===== src/rtl/core/ppmsp_pkg.sv =====
// ----------------------------------------------------------------------------
// ppmsp_pkg
// Shared types and constants for the PPM stream parser: parse phases, result
// kinds and the entry format carried from the parser to the output stage.
// ----------------------------------------------------------------------------
package ppmsp_pkg;

  typedef enum logic [3:0] {
    PH_WAIT_P,
    PH_MAGIC,
    PH_MAGIC_TAIL,
    PH_WS_FIRST,
    PH_COMMENT,
    PH_AFTER_CMT,
    PH_WS_W,
    PH_WIDTH,
    PH_WIDTH_TAIL,
    PH_WS_H,
    PH_HEIGHT,
    PH_HEIGHT_TAIL,
    PH_WS_M,
    PH_MAXV,
    PH_MAXV_TAIL,
    PH_PIXELS
  } phase_t;

  localparam logic KIND_HEADER = 1'b0;
  localparam logic KIND_PIXEL  = 1'b1;

  localparam logic [7:0] CH_P     = 8'h50;
  localparam logic [7:0] CH_HASH  = 8'h23;
  localparam logic [7:0] CH_LF    = 8'h0A;
  localparam logic [7:0] CH_CR    = 8'h0D;
  localparam logic [7:0] CH_TAB   = 8'h09;
  localparam logic [7:0] CH_SPACE = 8'h20;
  localparam logic [7:0] CH_ZERO  = 8'h30;
  localparam logic [7:0] CH_NINE  = 8'h39;

  // parser-to-output queue
  localparam int QDEPTH = 4;
  localparam int QPTR_W = 2;
  localparam int QCNT_W = 3;

  typedef struct packed {
    logic        kind;
    logic        last;
    logic [7:0]  magic;
    logic [15:0] width;
    logic [15:0] height;
    logic [15:0] maxval;
    logic [15:0] offset;
    logic [7:0]  red;
    logic [7:0]  green;
    logic [7:0]  blue;
  } q_entry_t;

endpackage


===== src/rtl/core/ppmsp_front.sv =====
// ----------------------------------------------------------------------------
// ppmsp_front
// Header parser. Takes one file byte per beat, tracks the parse phase and
// pushes a header entry or a raw pixel entry into the queue.
// ----------------------------------------------------------------------------
module ppmsp_front #(
  parameter int DIM_BITS = 16
) (
  input  logic                clk,
  input  logic                rst,
  input  logic                s_tvalid,
  output logic                s_tready,
  input  logic [7:0]          s_tdata,
  input  logic                s_tuser,
  input  logic                q_full,
  output logic                push,
  output ppmsp_pkg::q_entry_t push_data
);

  localparam int DW = (DIM_BITS < 16) ? DIM_BITS : 16;
  localparam int PW = 2 * DW;
  localparam logic [15:0] DimLimit = 16'((64'd1 << DW) - 64'd1);

  function automatic logic is_ws(input logic [7:0] b);
    return (b == ppmsp_pkg::CH_SPACE) || (b == ppmsp_pkg::CH_TAB) ||
           (b == ppmsp_pkg::CH_CR) || (b == ppmsp_pkg::CH_LF);
  endfunction

  function automatic logic is_digit(input logic [7:0] b);
    return (b >= ppmsp_pkg::CH_ZERO) && (b <= ppmsp_pkg::CH_NINE);
  endfunction

  function automatic logic [15:0] add_digit(input logic [15:0] acc, input logic [7:0] b);
    logic [20:0] v;
    v = {2'b0, acc, 3'b0} + {4'b0, acc, 1'b0} + {13'b0, b - ppmsp_pkg::CH_ZERO};
    return (v > 21'd65535) ? 16'hFFFF : v[15:0];
  endfunction

  ppmsp_pkg::phase_t phase, phase_next, cur_phase;
  logic [15:0]   accum, accum_next;
  logic [7:0]    magic, magic_next;
  logic [DW-1:0] width, width_next;
  logic [DW-1:0] height, height_next;
  logic [15:0]   maxval, maxval_next;
  logic [15:0]   pos, pos_next, cur_pos;
  logic [1:0]    chan, chan_next;
  logic [7:0]    held_red, held_red_next;
  logic [7:0]    held_green, held_green_next;
  logic [PW-1:0] pixels_left, pixels_left_next;
  logic [PW-1:0] pix_prod;
  logic [7:0]    b;
  logic          ws, dig, accept;

  // no beat is taken while reset is held
  assign s_tready  = !q_full && !rst;
  assign accept    = s_tvalid && s_tready;
  assign b         = s_tdata;
  assign ws        = is_ws(b);
  assign dig       = is_digit(b);
  // frame start restarts the parse before this byte is looked at
  assign cur_phase = s_tuser ? ppmsp_pkg::PH_WAIT_P : phase;
  assign cur_pos   = s_tuser ? 16'd0 : pos;
  assign pos_next  = (cur_pos == 16'hFFFF) ? cur_pos : cur_pos + 16'd1;
  assign pix_prod  = width * height;

  always_comb begin
    phase_next = cur_phase;
    case (cur_phase)
      ppmsp_pkg::PH_WAIT_P: begin
        if (b == ppmsp_pkg::CH_P) phase_next = ppmsp_pkg::PH_MAGIC;
      end
      ppmsp_pkg::PH_MAGIC, ppmsp_pkg::PH_MAGIC_TAIL: begin
        if (ws) phase_next = ppmsp_pkg::PH_WS_FIRST;
        else if (!(cur_phase == ppmsp_pkg::PH_MAGIC && dig))
          phase_next = ppmsp_pkg::PH_MAGIC_TAIL;
      end
      ppmsp_pkg::PH_WS_FIRST, ppmsp_pkg::PH_AFTER_CMT: begin
        if (b == ppmsp_pkg::CH_HASH) phase_next = ppmsp_pkg::PH_COMMENT;
        else if (ws)
          phase_next = (cur_phase == ppmsp_pkg::PH_AFTER_CMT) ? ppmsp_pkg::PH_WS_W
                                                              : ppmsp_pkg::PH_WS_FIRST;
        else phase_next = dig ? ppmsp_pkg::PH_WIDTH : ppmsp_pkg::PH_WIDTH_TAIL;
      end
      ppmsp_pkg::PH_COMMENT: begin
        if (b == ppmsp_pkg::CH_LF) phase_next = ppmsp_pkg::PH_AFTER_CMT;
      end
      ppmsp_pkg::PH_WS_W: begin
        if (!ws) phase_next = dig ? ppmsp_pkg::PH_WIDTH : ppmsp_pkg::PH_WIDTH_TAIL;
      end
      ppmsp_pkg::PH_WIDTH, ppmsp_pkg::PH_WIDTH_TAIL: begin
        if (ws) phase_next = ppmsp_pkg::PH_WS_H;
        else if (!(cur_phase == ppmsp_pkg::PH_WIDTH && dig))
          phase_next = ppmsp_pkg::PH_WIDTH_TAIL;
      end
      ppmsp_pkg::PH_WS_H: begin
        if (!ws) phase_next = dig ? ppmsp_pkg::PH_HEIGHT : ppmsp_pkg::PH_HEIGHT_TAIL;
      end
      ppmsp_pkg::PH_HEIGHT, ppmsp_pkg::PH_HEIGHT_TAIL: begin
        if (ws) phase_next = ppmsp_pkg::PH_WS_M;
        else if (!(cur_phase == ppmsp_pkg::PH_HEIGHT && dig))
          phase_next = ppmsp_pkg::PH_HEIGHT_TAIL;
      end
      ppmsp_pkg::PH_WS_M: begin
        if (!ws) phase_next = dig ? ppmsp_pkg::PH_MAXV : ppmsp_pkg::PH_MAXV_TAIL;
      end
      ppmsp_pkg::PH_MAXV, ppmsp_pkg::PH_MAXV_TAIL: begin
        if (ws) phase_next = ppmsp_pkg::PH_PIXELS;
        else if (!(cur_phase == ppmsp_pkg::PH_MAXV && dig))
          phase_next = ppmsp_pkg::PH_MAXV_TAIL;
      end
      default: phase_next = cur_phase;
    endcase
  end

  always_comb begin
    accum_next       = accum;
    magic_next       = magic;
    width_next       = width;
    height_next      = height;
    maxval_next      = maxval;
    chan_next        = chan;
    held_red_next    = held_red;
    held_green_next  = held_green;
    pixels_left_next = pixels_left;
    push             = 1'b0;
    push_data        = '0;
    case (cur_phase)
      ppmsp_pkg::PH_WAIT_P: begin
        if (b == ppmsp_pkg::CH_P) accum_next = '0;
      end
      ppmsp_pkg::PH_WS_FIRST, ppmsp_pkg::PH_AFTER_CMT, ppmsp_pkg::PH_WS_W,
      ppmsp_pkg::PH_WS_H, ppmsp_pkg::PH_WS_M: begin
        // first byte of a number; a comment opener or whitespace leaves it alone
        if (!ws && !(b == ppmsp_pkg::CH_HASH && (cur_phase == ppmsp_pkg::PH_WS_FIRST ||
                                                 cur_phase == ppmsp_pkg::PH_AFTER_CMT)))
          accum_next = dig ? {8'd0, b - ppmsp_pkg::CH_ZERO} : 16'd0;
      end
      ppmsp_pkg::PH_MAGIC, ppmsp_pkg::PH_MAGIC_TAIL: begin
        if (ws) magic_next = (accum > 16'd255) ? 8'hFF : accum[7:0];
        else if (cur_phase == ppmsp_pkg::PH_MAGIC && dig) accum_next = add_digit(accum, b);
      end
      ppmsp_pkg::PH_WIDTH, ppmsp_pkg::PH_WIDTH_TAIL: begin
        if (ws) width_next = (accum > DimLimit) ? DimLimit[DW-1:0] : accum[DW-1:0];
        else if (cur_phase == ppmsp_pkg::PH_WIDTH && dig) accum_next = add_digit(accum, b);
      end
      ppmsp_pkg::PH_HEIGHT, ppmsp_pkg::PH_HEIGHT_TAIL: begin
        if (ws) height_next = (accum > DimLimit) ? DimLimit[DW-1:0] : accum[DW-1:0];
        else if (cur_phase == ppmsp_pkg::PH_HEIGHT && dig) accum_next = add_digit(accum, b);
      end
      ppmsp_pkg::PH_MAXV, ppmsp_pkg::PH_MAXV_TAIL: begin
        if (ws) begin
          maxval_next      = accum;
          pixels_left_next = pix_prod;
          chan_next        = 2'd0;
          push             = 1'b1;
          push_data.kind   = ppmsp_pkg::KIND_HEADER;
          push_data.magic  = magic;
          push_data.width  = 16'(width);
          push_data.height = 16'(height);
          push_data.maxval = accum;
          push_data.offset = pos_next;
        end else if (cur_phase == ppmsp_pkg::PH_MAXV && dig) begin
          accum_next = add_digit(accum, b);
        end
      end
      ppmsp_pkg::PH_PIXELS: begin
        if (pixels_left != '0) begin
          case (chan)
            2'd0: begin
              held_red_next = b;
              chan_next     = 2'd1;
            end
            2'd1: begin
              held_green_next = b;
              chan_next       = 2'd2;
            end
            default: begin
              chan_next        = 2'd0;
              pixels_left_next = pixels_left - PW'(1);
              push             = 1'b1;
              push_data.kind   = ppmsp_pkg::KIND_PIXEL;
              push_data.red    = held_red;
              push_data.green  = held_green;
              push_data.blue   = b;
              push_data.last   = (pixels_left == PW'(1));
            end
          endcase
        end
      end
      default: ;
    endcase
    if (!accept) push = 1'b0;
  end

  always_ff @(posedge clk) begin
    if (rst) begin
      phase       <= ppmsp_pkg::PH_WAIT_P;
      accum       <= '0;
      magic       <= '0;
      width       <= '0;
      height      <= '0;
      maxval      <= '0;
      pos         <= '0;
      chan        <= '0;
      held_red    <= '0;
      held_green  <= '0;
      pixels_left <= '0;
    end else if (accept) begin
      phase       <= phase_next;
      accum       <= accum_next;
      magic       <= magic_next;
      width       <= width_next;
      height      <= height_next;
      maxval      <= maxval_next;
      pos         <= pos_next;
      chan        <= chan_next;
      held_red    <= held_red_next;
      held_green  <= held_green_next;
      pixels_left <= pixels_left_next;
    end
  end

  // a header entry always moves the parser into pixel data
  a_hdr_to_pixels: assert property (@(posedge clk) disable iff (rst)
    (push && push_data.kind == ppmsp_pkg::KIND_HEADER) |=> (phase == ppmsp_pkg::PH_PIXELS))
    else $error("header pushed without entering pixel phase");

  // the last pixel drains the pixel count
  a_last_drains: assert property (@(posedge clk) disable iff (rst)
    (push && push_data.last) |=> (pixels_left == '0))
    else $error("last pixel left pixels outstanding");

endmodule


===== src/rtl/core/ppmsp_queue.sv =====
// ----------------------------------------------------------------------------
// ppmsp_queue
// Short first-word-fall-through queue between parser and output stage.
// ----------------------------------------------------------------------------
module ppmsp_queue (
  input  logic                clk,
  input  logic                rst,
  input  logic                push,
  input  ppmsp_pkg::q_entry_t push_data,
  output logic                full,
  input  logic                pop,
  output ppmsp_pkg::q_entry_t pop_data,
  output logic                empty
);

  ppmsp_pkg::q_entry_t slots [ppmsp_pkg::QDEPTH];
  logic [ppmsp_pkg::QPTR_W-1:0] wr_ptr, rd_ptr;
  logic [ppmsp_pkg::QCNT_W-1:0] count;

  assign full     = (count == ppmsp_pkg::QCNT_W'(ppmsp_pkg::QDEPTH));
  assign empty    = (count == '0);
  assign pop_data = slots[rd_ptr];

  always_ff @(posedge clk) begin
    if (push) slots[wr_ptr] <= push_data;
  end

  always_ff @(posedge clk) begin
    if (rst) begin
      wr_ptr <= '0;
      rd_ptr <= '0;
      count  <= '0;
    end else begin
      if (push) wr_ptr <= wr_ptr + 1'b1;
      if (pop)  rd_ptr <= rd_ptr + 1'b1;
      count <= count + ppmsp_pkg::QCNT_W'(push) - ppmsp_pkg::QCNT_W'(pop);
    end
  end

  a_no_overflow: assert property (@(posedge clk) disable iff (rst) push |-> !full)
    else $error("queue push while full");

  a_no_underflow: assert property (@(posedge clk) disable iff (rst) pop |-> !empty)
    else $error("queue pop while empty");

  a_ptr_count: assert property (@(posedge clk) disable iff (rst)
    (count == '0 || count == ppmsp_pkg::QCNT_W'(ppmsp_pkg::QDEPTH)) |-> (wr_ptr == rd_ptr))
    else $error("queue pointers disagree with count");

endmodule


===== src/rtl/core/ppmsp_back.sv =====
// ----------------------------------------------------------------------------
// ppmsp_back
// Output stage. Pops queue entries into the output register, applying the
// channel inversion, if enabled, against the current header's maximum color.
// ----------------------------------------------------------------------------
module ppmsp_back (
  input  logic                clk,
  input  logic                rst,
  input  logic                invert_enable,
  input  logic                q_empty,
  input  ppmsp_pkg::q_entry_t q_data,
  output logic                pop,
  output logic                m_tvalid,
  input  logic                m_tready,
  output ppmsp_pkg::q_entry_t out_data
);

  function automatic logic [7:0] chan_out(input logic [7:0] s, input logic [15:0] m,
                                          input logic en);
    logic [15:0] r;
    r = m - {8'd0, s};
    if (!en) return s;
    if ({8'd0, s} >= m) return 8'd0;
    return (r > 16'd255) ? 8'hFF : r[7:0];
  endfunction

  logic [15:0]         maxval;
  ppmsp_pkg::q_entry_t out_next;

  assign pop = !q_empty && (!m_tvalid || m_tready);

  always_comb begin
    out_next = q_data;
    if (q_data.kind == ppmsp_pkg::KIND_PIXEL) begin
      out_next.red   = chan_out(q_data.red, maxval, invert_enable);
      out_next.green = chan_out(q_data.green, maxval, invert_enable);
      out_next.blue  = chan_out(q_data.blue, maxval, invert_enable);
    end
  end

  always_ff @(posedge clk) begin
    if (rst) begin
      m_tvalid <= 1'b0;
      maxval   <= '0;
    end else begin
      if (pop) begin
        m_tvalid <= 1'b1;
        if (q_data.kind == ppmsp_pkg::KIND_HEADER) maxval <= q_data.maxval;
      end else if (m_tready) begin
        m_tvalid <= 1'b0;
      end
    end
  end

  always_ff @(posedge clk) begin
    if (pop) out_data <= out_next;
  end

  a_last_is_pixel: assert property (@(posedge clk) disable iff (rst)
    (m_tvalid && out_data.last) |-> (out_data.kind == ppmsp_pkg::KIND_PIXEL))
    else $error("last flag on a header beat");

endmodule


===== src/rtl/core/ppm_stream_parser_invert.sv =====
// ----------------------------------------------------------------------------
// ppm_stream_parser_invert
// Binary PPM stream parser: emits one header beat, then one beat per pixel.
// ----------------------------------------------------------------------------
// Input stream: one file byte per beat on s_tdata; s_tuser marks the first
// byte of a new file and restarts the parse before that byte is used.
// Output stream: m_tuser is 0 for the header beat, 1 for a pixel beat;
// m_tlast flags the final pixel of width * height. Header fields are zero on
// pixel beats and channel fields are zero on the header beat.
// cfg_we/cfg_wdata write invert_enable; when set each channel leaves as
// max color minus sample, clamped to 0..255. Write it only while idle.
// Throughput: one byte per cycle. The parser takes a byte every cycle that the
// four-entry queue to the output stage has room.
// Path: the byte that completes a result is written into the queue, then the
// result is popped into the output register, where m_tvalid marks it valid.
// When m_tready is low the output register holds its beat and the queue
// absorbs up to four more results; bytes that make no result keep flowing
// until the queue fills, then s_tready drops.
// Reset: parse restarts waiting for 'P', byte offset counts from zero,
// queue and output empty, invert_enable cleared.
// ----------------------------------------------------------------------------
module ppm_stream_parser_invert #(
  parameter int DIM_BITS = 16
) (
  input  logic        clk,
  input  logic        rst,
  input  logic        s_tvalid,
  output logic        s_tready,
  input  logic [7:0]  s_tdata,   // [7:0] data_byte
  input  logic        s_tuser,   // [0] frame_start
  output logic        m_tvalid,
  input  logic        m_tready,
  // [7:0] magic_number, [23:8] image_width, [39:24] image_height,
  // [55:40] max_color_value, [71:56] data_offset, [79:72] red,
  // [87:80] green, [95:88] blue
  output logic [95:0] m_tdata,
  output logic        m_tuser,   // [0] result_kind
  output logic        m_tlast,   // last_pixel
  input  logic        cfg_we,
  input  logic        cfg_wdata  // invert_enable
);

  logic                invert_enable;
  logic                push, pop, q_full, q_empty;
  ppmsp_pkg::q_entry_t push_data, q_data, out_data;

  always_ff @(posedge clk) begin
    if (rst) invert_enable <= 1'b0;
    else if (cfg_we) invert_enable <= cfg_wdata;
  end

  ppmsp_front #(
    .DIM_BITS (DIM_BITS)
  ) u_front (
    .clk       (clk),
    .rst       (rst),
    .s_tvalid  (s_tvalid),
    .s_tready  (s_tready),
    .s_tdata   (s_tdata),
    .s_tuser   (s_tuser),
    .q_full    (q_full),
    .push      (push),
    .push_data (push_data)
  );

  ppmsp_queue u_queue (
    .clk       (clk),
    .rst       (rst),
    .push      (push),
    .push_data (push_data),
    .full      (q_full),
    .pop       (pop),
    .pop_data  (q_data),
    .empty     (q_empty)
  );

  ppmsp_back u_back (
    .clk           (clk),
    .rst           (rst),
    .invert_enable (invert_enable),
    .q_empty       (q_empty),
    .q_data        (q_data),
    .pop           (pop),
    .m_tvalid      (m_tvalid),
    .m_tready      (m_tready),
    .out_data      (out_data)
  );

  assign m_tdata = {out_data.blue, out_data.green, out_data.red, out_data.offset,
                    out_data.maxval, out_data.height, out_data.width, out_data.magic};
  assign m_tuser = out_data.kind;
  assign m_tlast = out_data.last;

endmodule

===== config.mk =====
export PLATFORM = sky130hd
export DESIGN_NAME = ppm_stream_parser_invert
export DESIGN_NICKNAME = d
export VERILOG_FILES = /design/src/rtl/core/ppmsp_pkg.sv /design/src/rtl/core/ppmsp_front.sv /design/src/rtl/core/ppmsp_queue.sv /design/src/rtl/core/ppmsp_back.sv /design/src/rtl/core/ppm_stream_parser_invert.sv
export SDC_FILE = /design/constraint.sdc
export NUM_CORES = 2
export LEC_CHECK = 0
export BUFFER_PORTS_ARGS = -buffer_cell sky130_fd_sc_hd__buf_2
export CORE_MARGIN = 4
export CORE_UTILIZATION = 45
export CTS_BUF_LIST = sky130_fd_sc_hd__clkbuf_2 sky130_fd_sc_hd__clkbuf_4 sky130_fd_sc_hd__clkbuf_8
export DETAILED_ROUTE_END_ITERATION = 12
export SLEW_MARGIN = 10
export SYNTH_ARGS = -nofsm -noshare
export SYNTH_HDL_FRONTEND = slang
export SYNTH_SLANG_ARGS = --single-unit

===== constraint.sdc =====
create_clock -name clk -period 23 [get_ports clk]
set_clock_uncertainty 0.15 [all_clocks]
set_input_delay 3.45 -clock clk [delete_from_list [all_inputs] [get_ports clk]]
set_output_delay 3.45 -clock clk [all_outputs]
set_load 0.005 [all_outputs]

# Yosys cells after proc, flatten, opt, wreduce, memory -nomap -nowiden
# Memories as Yosys holds them, arrays and structs flattened. A register that Yosys moved wholly into a read port is not among the register bits.
# Index checks and enable logic that the tools add are counted.
dict set report totals {
  memories 1
  wordCells 227
  in_bits 15
  register_bits 249
  ramBits 392
}
dict set report op_classes {
  n_mul 1
  magnitude_cmp 11
  reduce_logical 44
  n_addsub 12
  eq_ne 38
  muxes 93
  n_bitwise 1
}
# name depth word_bits read_ports rd_ports_with_merged_regs write_ports line_no
set memory_table {}
lappend memory_table {u_queue.slots 4 98 1 1 1 ppmsp_queue.sv:16} ;# ppmsp_pkg::q_entry_t slots [ppmsp_pkg::QDEPTH];
# operator count
set op_table {}
lappend op_table {{16-bit two-way mux} 14}
lappend op_table {{72-bit two-way mux} 2}
lappend op_table {{8-bit two-way mux} 17}
lappend op_table {{24-bit two-way mux} 4}
lappend op_table {{32-bit two-way mux} 3}
lappend op_table {{16-bit one-hot mux with 6 select lines} 1}
lappend op_table {{4-bit two-way mux} 17}
lappend op_table {{16-bit by 8-bit greater-than comparator with 1-bit output (second input constant)} 4}
lappend op_table {{32-bit one-hot mux with 2 select lines} 1}
lappend op_table {{8-bit by 16-bit greater-or-equal comparator with 1-bit output} 3}
lappend op_table {{16-bit by 8-bit subtractor with 16-bit output} 3}
lappend op_table {{4-bit one-hot mux with 10 select lines} 1}
lappend op_table {{32-bit by 1-bit equality test with 1-bit output (second input constant)} 1}
lappend op_table {{4-bit equality test (second input constant)} 8}
lappend op_table {{16-bit by 16-bit multiplier with 32-bit output} 1}
lappend op_table {{32-bit nonzero test} 1}
lappend op_table {{32-bit by 1-bit subtractor with 32-bit output (second input constant)} 1}
lappend op_table {{8-bit by 4-bit equality test with 1-bit output (second input constant)} 3}
lappend op_table {{1-bit two-way mux} 22}
lappend op_table {{21-bit by 8-bit adder with 21-bit output} 1}
lappend op_table {{21-bit by 16-bit greater-than comparator with 1-bit output (second input constant)} 1}
lappend op_table {{19-bit by 17-bit adder with 20-bit output} 1}
lappend op_table {{16-bit by 1-bit adder with 16-bit output (second input constant)} 1}
lappend op_table {{16-bit equality test (second input constant)} 1}
lappend op_table {{other kinds (36)} 88}

# Logic depth before layout (Yosys ltp)
dict set report depth {
  word_depth 9
  mapped_depth 25
}

# Cells and area by module
# From an unflattened synthesis, not the netlist that was laid out.
dict set report hier_totals {
  hier_cells 3018
  area_unflattened_um2 36520.0
}
# module cells_each n_inst area_each_um2 seq_area_each_um2
set by_module_without_submodules {}
lappend by_module_without_submodules {ppmsp_front 2045 1 16663.5 2522.4}
lappend by_module_without_submodules {ppmsp_queue 554 1 14555.2 11951.5}
lappend by_module_without_submodules {ppmsp_back 416 1 5267.6 3283.1}
lappend by_module_without_submodules {ppm_stream_parser_invert 3 1 33.8 20.0}

# Worst setup path after synthesis
# OpenSTA, ideal clock, no wires.
dict set report synth_timing {
  kind {in2reg}
  start {input port m_tready}
  end {register u_queue.count[2] in the netlist's numbering}
  slack_ns 12.536
  path_buffers 0
  t_arrival_ns 10.187
  required_time_ns 22.722
  stages 10
  path_cell_list {inv_1 > a21oi_1 > ha_1 > inv_1 > ha_1 > inv_1 > fa_1 > xor2_1 > xnor2_1 > nor2_1}
}
dict set report synth_via {
  elab_chain_cells 3
}
# item line_no
set synth_rtl {}
lappend synth_rtl {{from (decl)} ppm_stream_parser_invert.sv:32} ;# input logic m_tready,
lappend synth_rtl {{1-bit logical OR} ppmsp_back.sv:30} ;# assign pop = !q_empty && (!m_tvalid || m_tready);
lappend synth_rtl {{1-bit logical AND} ppmsp_back.sv:30}
lappend synth_rtl {{named net pop} ppm_stream_parser_invert.sv:44} ;# logic push, pop, q_full, q_empty;
lappend synth_rtl {{3-bit by 1-bit subtractor with 3-bit output} ppmsp_queue.sv:36} ;# count <= count + ppmsp_pkg::QCNT_W'(push) - ppmsp_pkg::QCNT_W'(pop);
lappend synth_rtl {{to (signal assigned)} ppmsp_queue.sv:36}
lappend synth_rtl {{to (decl)} ppmsp_queue.sv:18} ;# logic [ppmsp_pkg::QCNT_W-1:0] count;
# The timed path passes the listed nets, and every way through them passes these cells.
# A chain may end at the register's enable or synchronous reset.

# Final worst setup path
dict set report layout_timing {
  start {input port s_tdata[4]}
  end {memory u_queue.slots[0][60] in the netlist's numbering (enable)}
}
dict set report layout_via {
  elab_chain_cells 9
  elab_cells_between_ends 12
  classes_between {4 x eq/ne; 5 x mux; 3 x reduce/logical}
}
# item line_no
set layout_rtl {}
lappend layout_rtl {{from (decl)} ppm_stream_parser_invert.sv:29} ;# input logic [7:0] s_tdata,
lappend layout_rtl {{8-bit by 6-bit equality test with 1-bit output or 8-bit by 4-bit equality test with 1-bit output (tied branches)} ppmsp_front.sv:25} ;# return (b == ppmsp_pkg::CH_SPACE) || (b == ppmsp_pkg::CH_TAB) ||
lappend layout_rtl {{1-bit logical OR (2 in a row)} ppmsp_front.sv:25}
lappend layout_rtl {{1-bit logical OR *} ppmsp_front.sv:26} ;# (b == ppmsp_pkg::CH_CR) || (b == ppmsp_pkg::CH_LF);
lappend layout_rtl {{1-bit two-way mux *} ppmsp_front.sv:151} ;# if (ws) begin
lappend layout_rtl {{1-bit one-hot mux with 2 select lines *} ppmsp_front.sv:127} ;# case (cur_phase)
lappend layout_rtl {{1-bit two-way mux *} ppmsp_front.sv:192} ;# if (!accept) push = 1'b0;
lappend layout_rtl {{1-bit two-way mux *} ppmsp_queue.sv:25} ;# if (push) slots[wr_ptr] <= push_data;
lappend layout_rtl {{1-bit two-way mux (implied by the code) *} ppmsp_queue.sv:25}
lappend layout_rtl {{to (decl)} ppmsp_queue.sv:16}
# Every way passes the cells marked *; elsewhere a longest branch is shown, timed or not.

==> flow_metrics.py <==
metrics = {
    "clocking": {
        "clock_tree_from_tritoncts": "yes",
        "worstSkewPairLatency_ns": 0.71,
        "cts.root.buffer_cell": "clkbuf_8",
        "clockBufferDepth": 3,
        "postCtsSetupRepairBufs": 0,
        "worst_setup_hold_path_clk_slew_ns": 0.06,
        "postCtsResizedCells": 0,
        "post_cts_hold_buffer_count": 0,
        "clock_tree.htree_level_count": 3,
        "cts.sink_count": 643,
        "tritoncts.num_buffers": 104,
    },
    "yosys": {
        "sequential_share_of_the_synthesized_area": 0.481,
        "postSynth.asyncResetShare": 0,
        "syn-cell-area_um2": 37000,
        "synth_enable_flop_cells": 490,
        "synth_top_flop_cell": "edfxtp_1",
        "yosys.cell_types.count": 103,
        "syn-mean-instance-area_um2": 11.9,
        "syn-num-nets": 3487,
        "yosysWarningCount": 0,
        "syn-instance-count": 3109,
        "synth.ff_latch_count": 643,
    },
    "grt": {
        "groute.usage.overall": 0.218,
        "maximum_number_of_pins_on_one_net_before_global_route_repair": 80,
        "first_pass_grt_wire_length_um": 147000,
        "grt_pass1_vias": 25300,
        "grt-ovfl-total": 0,
        "grt_antenna_before_repair": 4,
    },
    "sta": {
        "layout_worst_path_cycle_share": 0.353,
        "fmax_mhz": 123,
        "worst-slew-pin-transition_ns": 1.13,
        "finalSetupViolations": 0,
        "hold_slack_ns": 0.324,
        "setup_repair_after_global_routing_missed_its_margin": "false",
        "worst_slew_margin_rel": 0.245,
        "finalWorstPathRequiredPeriod_ns": 8.13,
        "report.final.hold_viol_count": 0,
        "timing.setup.tns_ns": 0,
        "final_max_slew_viol_count": 0,
    },
    "floorplanning": {
        "die_x_um": 295,
        "initial_utilization": 0.457,
        "design.portCount": 115,
        "overall_die_height_um": 295,
        "floorplan.die_area_um2": 86800,
        "fp.coreArea_um2": 80900,
        "total_number_of_placement_rows": 104,
    },
    "outcome": {
        "run_status": "completed",
    },
    "route": {
        "via_per_inst": 5.69,
        "drc": 0,
        "postRouteAntennaNets": 0,
        "avgRoutedWirePerCell_um": 21.6,
        "first_pass_iters": 6,
        "detailroute.via_count": 24800,
        "finalWirelength_um": 94200,
        "drt_iter0_drc": 1927,
    },
    "pwr": {
        "clock_power_share": 0.335,
        "seq_power_share": 0.477,
        "share_of_total_power_in_combinational_logic": 0.189,
        "power_per_cell_area_nw_per_um2": 73.9,
        "power.leakage_nw": 16.6,
        "vdd_drop_max_mv": 0.0603,
        "p_switching_w": 0.000843,
        "internal_power_w": 0.00217,
        "power.switching_fraction": 0.280,
    },
    "finish": {
        "fin_nets": 3592,
        "n_fill_cell": 7114,
        "area.sequential_um2": 17800,
        "fin_util": 0.503,
        "layout-area-overhead-vs-synth_pct": 10.2,
        "post_route_cells_drive_above_1_share": 0.139,
        "footprint_of_the_multi_input_gates_um2": 17500,
    },
    "worst_hold_path": {
        "worst_hold_path_type": "reg2reg",
    },
    "placement": {
        "gp_congestion": 0.872,
        "numPortBuffers": 114,
        "detailed_place_hpwl_um": 65000,
    },
    "worst_setup_path": {
        "critPathLaunchType": "primary input",
        "worstSetupEndpointType": "flip-flop",
        "cp_max_fo": 51,
        "crit_required_ns": 23.16,
        "arrival_ns": 8.29,
        "path_class": "in2reg",
    },
    "run": {
        "cap_violations": 0,
    },
}
==> kinds of logic (layout without fill, tap and decap cells) <==
kind of cell	after synthesis	count (layout)	synth area share
xor gates and xnor gates	78	78	0.0187
buffers and inverters	452	644	0.0464
adders and majority gates	363	363	0.164
other	0	1	0
DFF	643	643	0.481
and+or+nand+nor	936	936	0.127
AOI/OAI and AO/OA	475	475	0.0861
muxes	162	162	0.0771
==> cells in the mapped netlist (64+ instances only) <==
master | count | area (um2)
clkbuf_1 | 127 | 477
o21ai_0 | 99 | 495
and3_1 | 80 | 500
nor2_1 | 227 | 852
inv_1 | 302 | 1130
ha_1 | 163 | 2040
mux2i_1 | 64 | 641
edfxtp_1 | 490 | 14700
dfxtp_1 | 153 | 3060
mux4_2 | 98 | 2210
fa_1 | 200 | 4000
a21oi_1 | 122 | 611
and2_1 | 151 | 945
nand2_1 | 263 | 987
==> power by group through the flow <==
stage               combinational (W)  sequential (W)  clock (W)
floorplan                    0.000388         0.00144          0
global placement             0.000572         0.00146          0
detailed placement           0.000576         0.00146          0
CTS                          0.000578         0.00144    0.00103
global route                 0.000622         0.00145    0.00109
finish                       0.000568         0.00144    0.00101
==> cells in the final DEF, fill, tap and decap left out, drive strengths merged, types with 98 or more instances in the layout <==
cell / count
edfxtp: 490
inv: 309
nand2: 265
nor2: 228
fa: 200
ha: 163
dfxtp: 153
and2: 151
buf: 148
clkbuf: 145
a21oi: 124
o21ai: 106
mux4: 98
==> stage by stage <==
stage	power [W]	worst slack (ns)	cells	instance area, um2
2_1_floorplan	0.00183	12.54	3109	37000
3_3_place_gp	0.00203	14.39	4168	38600
3_5_place_dp	0.00204	14.23	4168	38600
4_1_cts	0.00305	14.87	4361	40700
5_1_grt	0.00316	14.64	4362	40700
6_report	0.00301	14.87	4362	40700
==> critical path, cell delays in order <==
cell and delay [ns]:
buf_2 0.15, inv_1 0.16, ha_1 0.19, nor4bb_1 0.46, a22oi_1 0.24, o21a_1 0.41
nor3_1 0.68, a21boi_2 0.11, buf_4 0.24, inv_2 0.55, and2_4 0.84, buf_4 0.71
==> state kept, by name, indices dropped and copies added, names as in the netlist, 3 cells and up, named ones only <==
signal               cells
u_front.accum           16
u_front.phase            4
u_front.magic            8
u_front.pixels_left     32
u_front.height          16
u_front.held_green       8
u_front.pos             16
u_front.held_red         8
u_back.maxval           16
u_queue.count            3
u_front.width           16
u_back.out_data         98
u_queue.slots          392
==> path summary, 6_finish.rpt <==
path	from	end	slack, ns	cells past startpoint
worst max-delay path	s_tdata[4]	u_queue.slots[0][60]	14.87	12
worst min-delay path	u_front.pixels_left[9]	u_front.pixels_left[9]	0.32	2
worst max register to register	u_front.width[4]	u_front.pixels_left[30]	15.97	19
worst min register to register	u_front.pixels_left[9]	u_front.pixels_left[9]	0.32	2
==> final cells by class <==
class                           instances  area share
Tap cell                             1060      0.0326
Inverter                              303      0.0279
Multi-Input combinational cell       2014       0.430
Clock inverter                         48     0.00900
Timing Repair Buffer                  148      0.0203
Clock buffer                          145      0.0439
Antenna cell                            1   0.0000614
Sequential cell                       643       0.437
==> per-layer routing <==
layer,track usage,vias up,wire [um]
met4,0.0603,4,2060
met3,0.0317,132,5380
met2,0.360,744,45100
met5,0,-,27
li1,-,11300,-
met1,0.302,12700,41700
Note: power is estimated with default switching activity, not from simulation.
